File: config.mk
export PLATFORM = sky130hd
export DESIGN_NAME = stuffed_frame_builder_top
export DESIGN_NICKNAME = d
export VERILOG_FILES = /design/src/design/sfb_pkg.sv /design/src/design/sfb_builder.sv /design/src/design/sfb_emitter.sv /design/src/design/stuffed_frame_builder_top.sv
export VERILOG_INCLUDE_DIRS = /design/src /design/src/design
export SDC_FILE = /design/constraint.sdc
export NUM_CORES = 1
export LEC_CHECK = 0
export BUFFER_PORTS_ARGS = -buffer_cell sky130_fd_sc_hd__buf_2
export CORE_UTILIZATION = 35
export CTS_BUF_LIST = sky130_fd_sc_hd__clkbuf_4 sky130_fd_sc_hd__clkbuf_8
export CTS_CLUSTER_DIAMETER = 200
export DETAILED_ROUTE_END_ITERATION = 8
export PLACE_DENSITY = 0.62
export SLEW_MARGIN = 30
export SYNTH_ARGS = -nofsm -noshare
export SYNTH_HDL_FRONTEND = slang
export SYNTH_SLANG_ARGS = --single-unit
File: constraint.sdc
create_clock -name i_clk -period 4.2 [get_ports i_clk]
set_input_delay 0.42 -clock i_clk [delete_from_list [all_inputs] [get_ports i_clk]]
set_output_delay 0.42 -clock i_clk [all_outputs]
set_load 0.02 [all_outputs]
File: src/design/stuffed_frame_builder_top_assert.svh
// Assertion macros for the stuffed frame builder.
// Used by stuffed_frame_builder_top.sv; no other dependencies.
`ifndef STUFFED_FRAME_BUILDER_TOP_ASSERT_SVH
`define STUFFED_FRAME_BUILDER_TOP_ASSERT_SVH

// same-cycle implication, disabled during reset
`define SFB_ASSERT_IMP(lbl, clk, rst_n, ante, cons, msg) \
    lbl: assert property (@(posedge clk) disable iff (!rst_n) (ante) |-> (cons)) \
        else $error(msg);

// next-cycle implication, disabled during reset
`define SFB_ASSERT_NXT(lbl, clk, rst_n, ante, cons, msg) \
    lbl: assert property (@(posedge clk) disable iff (!rst_n) (ante) |=> (cons)) \
        else $error(msg);

`endif

File: src/design/sfb_pkg.sv
// Shared types, constants and the stuffing helper for the stuffed frame builder.
// No dependencies.
package sfb_pkg;

    localparam int DATA_W    = 8;
    localparam int NUM_SLOTS = 9;
    localparam int CFG_IDX_W = 2;

    // register indexes
    localparam logic [CFG_IDX_W-1:0] CFG_FLAG = 2'd0;
    localparam logic [CFG_IDX_W-1:0] CFG_ADDR = 2'd1;

    localparam logic [DATA_W-1:0] FLAG_RESET = 8'h7E;
    localparam logic [DATA_W-1:0] ADDR_RESET = 8'h03;
    localparam logic [DATA_W-1:0] ESC_BYTE   = 8'h7D;
    localparam logic [DATA_W-1:0] ESC_FLAG   = 8'h5E;
    localparam logic [DATA_W-1:0] ESC_ESC    = 8'h5D;
    localparam logic [DATA_W-1:0] CTRL_SEQ1  = 8'h40;
    localparam logic [DATA_W-1:0] CTRL_SEQ0  = 8'h00;

    // burst slot positions, in output order
    localparam int SLOT_HDR_FLAG = 0;
    localparam int SLOT_HDR_ADDR = 1;
    localparam int SLOT_HDR_CTRL = 2;
    localparam int SLOT_HDR_CHK  = 3;
    localparam int SLOT_DATA0    = 4;
    localparam int SLOT_DATA1    = 5;
    localparam int SLOT_CHK0     = 6;
    localparam int SLOT_CHK1     = 7;
    localparam int SLOT_CLOSE    = 8;

    typedef struct packed {
        logic [DATA_W-1:0] data_byte;
        logic              first_byte;
        logic              last_byte;
        logic              seq_bit;
    } t_in_item;

    typedef struct packed {
        logic [DATA_W-1:0] tx_byte;
        logic              run_last;
        logic              frame_end;
    } t_out_item;

    // all result bytes of one item; mask bit set = slot is emitted
    typedef struct packed {
        logic [NUM_SLOTS-1:0]             mask;
        logic [NUM_SLOTS-1:0][DATA_W-1:0] slots;
    } t_burst;

    typedef struct packed {
        logic [NUM_SLOTS-1:0] pending;
        logic                 in_stall;
    } t_emit_stat;

    typedef struct packed {
        logic              dbl;
        logic [DATA_W-1:0] b0;
        logic [DATA_W-1:0] b1;
    } t_stuffed;

    // flag test wins when the flag equals the escape byte
    function automatic t_stuffed stuff_byte(input logic [DATA_W-1:0] b,
                                            input logic [DATA_W-1:0] flag);
        t_stuffed s;
        if (b == flag) begin
            s.dbl = 1'b1;
            s.b0  = ESC_BYTE;
            s.b1  = ESC_FLAG;
        end else if (b == ESC_BYTE) begin
            s.dbl = 1'b1;
            s.b0  = ESC_BYTE;
            s.b1  = ESC_ESC;
        end else begin
            s.dbl = 1'b0;
            s.b0  = b;
            s.b1  = b;
        end
        return s;
    endfunction

endpackage

File: src/design/sfb_builder.sv
// Frame state, configuration registers and burst formation for one input item.
// Depends on sfb_pkg.
module sfb_builder (
    input  logic                             i_clk,
    input  logic                             i_rst_n,
    input  logic                             i_cfg_we,
    input  logic [sfb_pkg::CFG_IDX_W-1:0]    i_cfg_idx,
    input  logic [sfb_pkg::DATA_W-1:0]       i_cfg_wdata,
    input  logic                             i_accept,
    input  sfb_pkg::t_in_item                i_item,
    output sfb_pkg::t_burst                  o_burst
);

    logic [sfb_pkg::DATA_W-1:0] r_flag, n_flag;
    logic [sfb_pkg::DATA_W-1:0] r_addr, n_addr;
    logic [sfb_pkg::DATA_W-1:0] r_check, n_check;
    logic                       r_open, n_open;

    logic                       w_active;
    logic [sfb_pkg::DATA_W-1:0] w_ctrl;
    logic [sfb_pkg::DATA_W-1:0] w_chk_new;
    sfb_pkg::t_stuffed          w_sd;
    sfb_pkg::t_stuffed          w_sc;

    always_comb begin
        // a byte outside an open frame is dropped unless it opens one
        w_active  = i_item.first_byte | r_open;
        w_ctrl    = i_item.seq_bit ? sfb_pkg::CTRL_SEQ1 : sfb_pkg::CTRL_SEQ0;
        w_chk_new = (i_item.first_byte ? '0 : r_check) ^ i_item.data_byte;
        w_sd      = sfb_pkg::stuff_byte(i_item.data_byte, r_flag);
        w_sc      = sfb_pkg::stuff_byte(w_chk_new, r_flag);

        o_burst.slots = '0;
        o_burst.slots[sfb_pkg::SLOT_HDR_FLAG] = r_flag;
        o_burst.slots[sfb_pkg::SLOT_HDR_ADDR] = r_addr;
        o_burst.slots[sfb_pkg::SLOT_HDR_CTRL] = w_ctrl;
        o_burst.slots[sfb_pkg::SLOT_HDR_CHK]  = w_ctrl ^ r_addr;
        o_burst.slots[sfb_pkg::SLOT_DATA0]    = w_sd.b0;
        o_burst.slots[sfb_pkg::SLOT_DATA1]    = w_sd.b1;
        o_burst.slots[sfb_pkg::SLOT_CHK0]     = w_sc.b0;
        o_burst.slots[sfb_pkg::SLOT_CHK1]     = w_sc.b1;
        o_burst.slots[sfb_pkg::SLOT_CLOSE]    = r_flag;

        o_burst.mask = '0;
        o_burst.mask[sfb_pkg::SLOT_HDR_FLAG] = i_item.first_byte;
        o_burst.mask[sfb_pkg::SLOT_HDR_ADDR] = i_item.first_byte;
        o_burst.mask[sfb_pkg::SLOT_HDR_CTRL] = i_item.first_byte;
        o_burst.mask[sfb_pkg::SLOT_HDR_CHK]  = i_item.first_byte;
        o_burst.mask[sfb_pkg::SLOT_DATA0]    = w_active;
        o_burst.mask[sfb_pkg::SLOT_DATA1]    = w_active & w_sd.dbl;
        o_burst.mask[sfb_pkg::SLOT_CHK0]     = w_active & i_item.last_byte;
        o_burst.mask[sfb_pkg::SLOT_CHK1]     = w_active & i_item.last_byte & w_sc.dbl;
        o_burst.mask[sfb_pkg::SLOT_CLOSE]    = w_active & i_item.last_byte;
    end

    always_comb begin
        n_flag  = r_flag;
        n_addr  = r_addr;
        n_check = r_check;
        n_open  = r_open;
        if (i_cfg_we) begin
            unique case (i_cfg_idx)
                sfb_pkg::CFG_FLAG: n_flag = i_cfg_wdata;
                sfb_pkg::CFG_ADDR: n_addr = i_cfg_wdata;
                default: ;
            endcase
        end
        if (i_accept && w_active) begin
            n_check = i_item.last_byte ? '0 : w_chk_new;
            n_open  = ~i_item.last_byte;
        end
    end

    always_ff @(posedge i_clk) begin
        if (!i_rst_n) begin
            r_flag  <= sfb_pkg::FLAG_RESET;
            r_addr  <= sfb_pkg::ADDR_RESET;
            r_check <= '0;
            r_open  <= 1'b0;
        end else begin
            r_flag  <= n_flag;
            r_addr  <= n_addr;
            r_check <= n_check;
            r_open  <= n_open;
        end
    end

endmodule

File: src/design/sfb_emitter.sv
// Burst buffer and output register: drains one result byte per cycle while the output is not stalled.
// Depends on sfb_pkg.
module sfb_emitter (
    input  logic                i_clk,
    input  logic                i_rst_n,
    input  logic                i_accept,
    input  sfb_pkg::t_burst     i_burst,
    input  logic                i_out_stall,
    output logic                o_out_valid,
    output sfb_pkg::t_out_item  o_out,
    output sfb_pkg::t_emit_stat o_stat
);

    logic [sfb_pkg::NUM_SLOTS-1:0]                     r_mask, n_mask;
    logic [sfb_pkg::NUM_SLOTS-1:0][sfb_pkg::DATA_W-1:0] r_slots;
    logic                                              r_out_valid, n_out_valid;
    sfb_pkg::t_out_item                                r_out;

    logic [sfb_pkg::NUM_SLOTS-1:0] w_low;
    logic [sfb_pkg::NUM_SLOTS-1:0] w_rest;
    logic                          w_pop;
    logic [sfb_pkg::DATA_W-1:0]    w_byte;

    always_comb begin
        w_low  = r_mask & (-r_mask);   // lowest pending slot
        w_rest = r_mask & ~w_low;
        w_pop  = (r_mask != '0) && (!r_out_valid || !i_out_stall);
        w_byte = '0;
        for (int k = 0; k < sfb_pkg::NUM_SLOTS; k++) begin
            w_byte = w_byte | (r_slots[k] & {sfb_pkg::DATA_W{w_low[k]}});
        end
        // free for a new item once the last pending byte leaves this cycle
        o_stat.in_stall = (r_mask != '0) && !(w_pop && (w_rest == '0));
        o_stat.pending  = r_mask;

        n_mask = r_mask;
        if (i_accept) begin
            n_mask = i_burst.mask;
        end else if (w_pop) begin
            n_mask = w_rest;
        end
        n_out_valid = r_out_valid;
        if (w_pop) begin
            n_out_valid = 1'b1;
        end else if (!i_out_stall) begin
            n_out_valid = 1'b0;
        end
    end

    always_ff @(posedge i_clk) begin
        if (!i_rst_n) begin
            r_mask      <= '0;
            r_out_valid <= 1'b0;
        end else begin
            r_mask      <= n_mask;
            r_out_valid <= n_out_valid;
        end
    end

    always_ff @(posedge i_clk) begin
        if (i_accept) begin
            r_slots <= i_burst.slots;
        end
        if (w_pop) begin
            r_out.tx_byte   <= w_byte;
            r_out.run_last  <= (w_rest == '0);
            r_out.frame_end <= w_low[sfb_pkg::SLOT_CLOSE];
        end
    end

    assign o_out_valid = r_out_valid;
    assign o_out       = r_out;

endmodule

File: src/design/stuffed_frame_builder_top.sv
// Channel    | valid       | stall       | payload
// input      | i_in_valid  | o_in_stall  | i_in  (sfb_pkg::t_in_item)
// output     | o_out_valid | i_out_stall | o_out (sfb_pkg::t_out_item)
// config     | i_cfg_we    | -           | i_cfg_idx, i_cfg_wdata
//
// One item per cycle when it yields one byte and the output is not stalled;
// else input stalls while the single output register drains the burst (up to
// nine bytes). Result bytes pass the burst buffer, then the output register.
// Synchronous active-low reset restores flag 0x7E, address 0x03, no frame open.
// A stalled output holds its byte; input stalls only while burst bytes remain.
// Depends on sfb_pkg, sfb_builder, sfb_emitter and the assertion macro header.
`include "stuffed_frame_builder_top_assert.svh"

module stuffed_frame_builder_top (
    input  logic                          i_clk,
    input  logic                          i_rst_n,
    input  logic                          i_in_valid,
    output logic                          o_in_stall,
    input  sfb_pkg::t_in_item             i_in,
    output logic                          o_out_valid,
    input  logic                          i_out_stall,
    output sfb_pkg::t_out_item            o_out,
    input  logic                          i_cfg_we,
    input  logic [sfb_pkg::CFG_IDX_W-1:0] i_cfg_idx,
    input  logic [sfb_pkg::DATA_W-1:0]    i_cfg_wdata
);

    sfb_pkg::t_burst     w_burst;
    sfb_pkg::t_emit_stat w_stat;
    logic                w_accept;

    assign w_accept   = i_in_valid && !w_stat.in_stall;
    assign o_in_stall = w_stat.in_stall;

    sfb_builder u_builder (
        .i_clk       (i_clk),
        .i_rst_n     (i_rst_n),
        .i_cfg_we    (i_cfg_we),
        .i_cfg_idx   (i_cfg_idx),
        .i_cfg_wdata (i_cfg_wdata),
        .i_accept    (w_accept),
        .i_item      (i_in),
        .o_burst     (w_burst)
    );

    sfb_emitter u_emitter (
        .i_clk       (i_clk),
        .i_rst_n     (i_rst_n),
        .i_accept    (w_accept),
        .i_burst     (w_burst),
        .i_out_stall (i_out_stall),
        .o_out_valid (o_out_valid),
        .o_out       (o_out),
        .o_stat      (w_stat)
    );

    // closing flag is always the final byte of its item
    `SFB_ASSERT_IMP(a_end_is_last, i_clk, i_rst_n,
        o_out_valid && o_out.frame_end, o_out.run_last, "closing flag without run_last")
    // more bytes of the same item keep the output occupied
    `SFB_ASSERT_NXT(a_burst_continues, i_clk, i_rst_n,
        o_out_valid && !o_out.run_last, o_out_valid, "output went idle inside a burst")
    // a frame start loads header plus at least one payload byte
    `SFB_ASSERT_NXT(a_header_loaded, i_clk, i_rst_n,
        w_accept && i_in.first_byte, $countones(w_stat.pending) >= 5,
        "frame start burst too short")

endmodule

==> impl_metrics.yaml, run 1 <==
status:
  status: "finished with violations"
  violations: "DRC"
cts:
  ctsHoldBuffers: 0
  cts.path.max_buffers: 2
  cts_buffers: 9
  clock_tree.root_cell: "clkbuf_8"
  h-tree-depth: 3
  cts_tree: "yes"
  clock_latency_ps: 350
  cts_setup_buffers: 0
  clk_pin_slew_ps: 90
  cts_resized: 0
  cts.sinks: 85
yosys:
  synth_top_area_cell: "edfxtp_1"
  ys_async_sr_fraction_pct: 0
  ys_dominant_reg_cell: "edfxtp_1"
  synthTopCellsByCount: "52 x nand2_1, 50 x edfxtp_1, 35 x dfxtp_1"
  syn_nets: 433
  synth_top_area_share_pct: 35.6
  yosys_warnings: 0
  synth.avg_cell_area_um2: 10.4
  ys_seq_area_share_pct: 52.2
  yosysMostFrequentCell: "nand2_1"
  synth_edf_count: 50
  ys_types: 63
  ys_ff_latch: 85
  synth.area.top_cells: "edfxtp_1 36%, dfxtp_1 17%, nand2_1 4.6%, xnor2_1 3.5%, nand3_1 2.7%"
  synthCells: 407
  syn_area_um2: 4220
drt:
  wl_per_cell_um: 16.3
  vias: 3091
  drtAntennaViolNets: 0
  top_layer_used: "met4"
  first_pass_iters: 8
  via_per_inst: 5.39
  wl_um: 9350
  drc: 3
  dr_wl_met2_um: 4520
  wl_met3_um: 371
  route.layer.met1.wl_um: 4340
  drt-initial-drc-count: 279
sta:
  period_needed_ps: 2870
  drv_slew: 0
  fin_crit_sh_pct: 68.3
  fin_skew_ps: 9.61
  final.setup.tns_ps: 0
  layout_setup_ws_ps: 1330
  tightest_slew_ps: 913
  relSlewSlack_pct: 38.9
  grt_setup_unrepaired: "false"
  hold_viol_final: 0
  max_freq_mhz: 348
  setup_viol: 0
floorplanning:
  core-area_um2: 11600
  fp.dieArea_um2: 12500
  die_y_um: 112
  num_io_pins: 38
  initial_core_util_pct: 36.5
  die_w_um: 112
  num_rows: 39
place:
  postPlaceCellArea_um2: 4440
  gp_congestion: 0.931
  post-place-ws_ps: 1330
  portBuffers: 37
  post-dp-hpwl_um: 6710
  dp_cells: 558
layout:
  area.growth.synth_to_final_pct: 10.7
  finalInstanceArea_um2: 4670
  antenna_cells: 0
  nNetsFinal: 452
  drive_gt1_share_pct: 15.8
  layoutNonFillerInstCount: 574
  final_core_util_pct: 40.4
worst_hold_path:
  holdCritPathClass: "in -> reg"
power:
  powerDensity_nw_per_um2: 555
  peakVddDrop_v: 0.000190
  power_leakage_uw: 0.00179
global_route:
  grt_pass1_wl_um: 15500
  grt_util_all_layers_pct: 15.6
  grt_max_degree: 53
  gr-total-overflow: 0
  antenna_found_initial: 0
  grt_pass1_vias: 3039
setup_path:
  crit_type: "reg -> reg"
  cp-end-kind: "flop"
  cp.arrival_ps: 3170
  cp-start-kind: "flop"
  required_ps: 4490
  cp_max_fo: 12
run:
  cap_violations: 0
[metrics by stage]
stage | power (uW) | hold WS (ps)
floorplan | 1780 | 408
global placement | 1950 | 419
detailed placement | 1970 | 417
CTS | 2610 | 270
global route | 2740 | 252
finish | 2590 | 279
[report_power, final]
| part | leakage (uW) | internal (uW) | switching, uW |
|---|---|---|---|
| clock network | 0.000114 | 338 | 302 |
| registers | 0.000763 | 1150 | 106 |
| logic | 0.000918 | 232 | 459 |
[logic make-up (layout without fill, tap and decap cells)]
family	count (synthesis)	in the layout	share of synthesized area, %
flip-flops	85	85	52.2
multiplexers	9	9	2.13
XOR/XNOR	32	32	7.29
adder cells (fa/ha/maj)	1	1	0.237
buffers and inverters	38	62	4.24
AO/OA/AOI/OAI	65	65	12.2
AND/OR/NAND/NOR	177	177	21.7
[state kept, by name, summed over array words and instances, names as in the netlist]
name / cells
u_builder.r_addr: 8
u_builder.r_check: 8
u_builder.r_flag: 8
u_builder.r_open: 1
u_emitter.o_out: 10
u_emitter.o_out_valid: 1
u_emitter.r_mask: 9
u_emitter.r_slots: 40
[final timing paths]
| path | cells after the start | from | end | slack (ps) |
|---|---|---|---|---|
| worst max-delay path | 6 | u_emitter.r_mask[6]$_SDFFE_PN0P_ | u_builder.r_check[2]$_SDFFE_PN0P_ | 1330 |
| worst min-delay path | 1 | i_in[0] | u_emitter.r_slots[22]$_DFFE_PP_ | 280 |
| worst max register to register | 6 | u_emitter.r_mask[6]$_SDFFE_PN0P_ | u_builder.r_check[2]$_SDFFE_PN0P_ | 1330 |
| worst min register to register | 0 | u_builder.r_addr[0]$_SDFFE_PN1P_ | u_emitter.r_slots[24]$_DFFE_PP_ | 440 |
[metal layers]
| metal | global-route usage, % | vias to the layer above |
|---|---|---|
| met5 | 0 | - |
| met4 | 4.50 | 0 |
| met3 | 3.70 | 13 |
| met2 | 25.8 | 68 |
| met1 | 20.3 | 1498 |
| li1 | - | 1512 |
[worst max-delay path: stages, from the launching register on]
cell	delay, ps
dfxtp_1	440
or4b_2	710
a2111oi_1	450
a41oi_2	130
nor2_1	760
nand4_1	190
nand3_1	140
[cell type report]
class / count / area (um^2)
clock buffers: 9 / 124
clock inverters: 7 / 96.3
fillers: 1130 / 6890
inverters: 8 / 30.0
multi-input cells: 284 / 1850
flip-flops and latches: 85 / 2200
well taps: 143 / 179
repair buffers: 38 / 193
[cell usage in the layout, fill, tap and decap left out, types with 2 or more instances in the layout]
| master | n |
|---|---|
| a21boi_0 | 7 |
| a21boi_1 | 2 |
| a21oi_1 | 3 |
| a221o_1 | 2 |
| a222oi_1 | 5 |
| a22oi_1 | 8 |
| a31oi_1 | 4 |
| a32oi_1 | 2 |
| and2_1 | 5 |
| buf_2 | 37 |
| bufinv_16 | 2 |
| clkbuf_8 | 9 |
| clkinv_2 | 2 |
| dfxtp_1 | 35 |
| edfxtp_1 | 50 |
| inv_1 | 7 |
| inv_6 | 2 |
| mux2i_1 | 9 |
| nand2_1 | 52 |
| nand2b_1 | 10 |
| nand3_1 | 23 |
| nand4_1 | 17 |
| nor2_1 | 29 |
| nor2b_1 | 17 |
| nor3_1 | 2 |
| nor4b_1 | 3 |
| o211ai_1 | 3 |
| o21a_1 | 2 |
| o21ai_0 | 8 |
| o22ai_1 | 5 |
| o31ai_1 | 3 |
| or4_1 | 4 |
| xnor2_1 | 17 |
| xnor3_1 | 2 |
| xor2_1 | 13 |
Power figures use the tool's default switching activity.
==> run 2, diff against run 1 <==
- PLACE_DENSITY: 0.62 -> 0.64
- clock period: 4.2 -> 2.6 ns (I/O delays scaled with it)
==> run 2 against run 1 <==
  * The run still ends with DRC left
  * Power up 66%
  * Cell count up 2.1%
  * Sequential power up 60%
  * Die area unchanged
  * Wire length down 2.0%
  * Flip-flop and latch count unchanged
  * Register-to-register slack worse by 1200 ps
  * Critical endpoint is now o_in_stall
  * Highest routed layer unchanged
==> impl_metrics.yaml, run 2 (synthesized netlist as in run 1, its figures left out) <==
sta:
  max_freq_mhz: 402
  final.setup.tns_ps: 0
  fin_skew_ps: 17.6
  fin_crit_sh_pct: 95.7
  drv_slew: 0
  setup_viol: 0
  period_needed_ps: 2490
  grt_setup_unrepaired: "false"
  hold_viol_final: 0
  relSlewSlack_pct: 41.6
  tightest_slew_ps: 876
  fin_hold_ws_ps: 126
cts:
  cts.path.max_buffers: 2
  clock_tree.root_cell: "clkbuf_8"
  cts_setup_buffers: 0
  ctsHoldBuffers: 0
  clock_latency_ps: 360
  h-tree-depth: 3
  cts_resized: 0
  cts.sinks: 85
  clk_pin_slew_ps: 80
  cts_tree: "yes"
  cts_buffers: 9
setup_path:
  cp_max_fo: 11
  r2r_setup_slack_ps: 140
  slowest_delay_ps: 650
  critPathSlowestCell: "or4_4"
  r2r_cells: 6
  crit_start: "u_emitter.r_mask[1]$_SDFFE_PN0P_"
  path_cells: "or4_4 -> o41ai_4 -> o21a_1 -> a21oi_1 -> buf_2"
  cp-end-kind: "primary output"
  critPathTopFamily: "compound AO/OA/AOI/OAI gates"
  crit_type: "reg -> out"
  critical_path_buf_inv_count: 1
  r2r-end: "u_builder.r_check[0]$_SDFFE_PN0P_"
  r2r_start: "u_emitter.r_mask[7]$_SDFFE_PN0P_"
  cp.arrival_ps: 2230
  required_ps: 2340
  cp-start-kind: "flop"
worst_hold_path:
  hold_depth: 1
  worstHoldEndpoint: "u_emitter.r_slots[22]$_DFFE_PP_"
  holdCritPathClass: "in -> reg"
  hold_path_startpoint: "i_in[0]"
global_route:
  antenna_found_initial: 0
  gr-total-overflow: 0
  gr-usage-met3_pct: 3.76
  grt_util_all_layers_pct: 15.5
  grt_most_used_layer: "met2"
  met1_usage_pct: 19.9
  grt_pass1_wl_um: 15400
  use_met2_pct: 26.4
  grt_max_degree: 53
  grt_pass1_vias: 3090
drt:
  vias: 3087
  first_pass_iters: 6
  drt-initial-drc-count: 226
  wl_um: 9160
  via_per_inst: 5.27
  drtAntennaViolNets: 0
  drc: 4
  wl_per_cell_um: 15.6
layout:
  nNetsFinal: 464
  regMostFlops: "u_emitter.r_slots"
  nFillCells: 1123
  area.growth.synth_to_final_pct: 13.5
  antenna_cells: 0
  multi_input_area_um2: 1850
  largest_register_ffs: 40
  drive_gt1_share_pct: 18.3
  regArea_um2: 2200
  final_cell_mix: "52 x nand2_1, 50 x edfxtp_1, 37 x buf_2"
  final_common_cell: "nand2_1"
place:
  portBuffers: 37
  post-dp-hpwl_um: 6810
  gp_congestion: 0.746
power:
  finalPower_uw: 4290
  internal_power_uw: 2860
  peakVddDrop_v: 0.000311
  switching_share_pct: 33.5
  p_sw_uw: 1440
  power_leakage_uw: 0.00185
  powerDensity_nw_per_um2: 896
  clockPowerShare_pct: 24.7
  pwr-share-seq_pct: 46.8
  p_comb_share_pct: 28.5
floorplanning:
  die_y_um: 112
  fp.dieArea_um2: 12500
  die_w_um: 112
  initial_core_util_pct: 36.5
  core-area_um2: 11600
  num_io_pins: 38
  num_rows: 39
run:
  cap_violations: 0
status:
  status: "finished with violations"
  violations: "DRC"
run 2: cell types whose count changed in the layout (fill, tap and decap cells not counted), sizes merged:
cell,before,now
buf,38,50
clkinv,4,2
clkinvlp,0,2
run 2: how the worst max path moves through the flow:
| stage | endpoint | slack [ps] | depth (start not counted) |
|---|---|---|---|
| after floorplan | u_emitter.r_mask[2]$_SDFFE_PN0P_ | 50 | 8 |
| after global placement | u_builder.r_check[3]$_SDFFE_PN0P_ | 250 | 6 |
| after detailed placement | u_builder.r_check[0]$_SDFFE_PN0P_ | 160 | 6 |
| after CTS | o_in_stall | 90 | 6 |
| after global routing | o_in_stall | 20 | 6 |
| final | o_in_stall | 110 | 5 |
run 2: metal layers:
| metal | routed length, um | share of wire (%) |
|---|---|---|
| met3 | 341 | 3.7 |
| met2 | 4490 | 49 |
| met5 | 0 | 0 |
| met4 | 10 | 0.11 |
| met1 | 4320 | 47 |
run 2: through the flow:
step	instances	setup WS [ps]	area, um^2	utilization [%]
5_1_grt	586	17.9	4790	41.4
3_5_place_dp	570	163	4550	39.3
2_1_floorplan	407	53.2	4220	-
6_report	586	111	4790	41.4
4_1_cts	586	92.3	4780	41.3
3_3_place_gp	570	248	4550	39.3
run 2: area by class of cell:
cell class	instances	share of cell area, %
Inverter	8	0.705
Clock buffer	9	2.58
Sequential cell	85	46.0
Clock inverter	7	2.19
Timing Repair Buffer	50	6.16
Multi-Input combinational cell	284	38.7
Tap cell	143	3.73
run 2: power by group through the flow:
stage,clock (uW),sequential (uW),combinational (uW)
3_3_place_gp,0,2030,1190
2_1_floorplan,0,2110,768
5_1_grt,1130,2050,1350
3_5_place_dp,0,2040,1220
4_1_cts,1090,2010,1220
6_report,1060,2010,1220
run 2: worst reg2reg max path: cells and delay by family, from the launching register on:
kind,cells,cell delay (ps)
and+or+nand+nor,4,1340
AOI/OAI and AO/OA,2,620
DFF,1,410
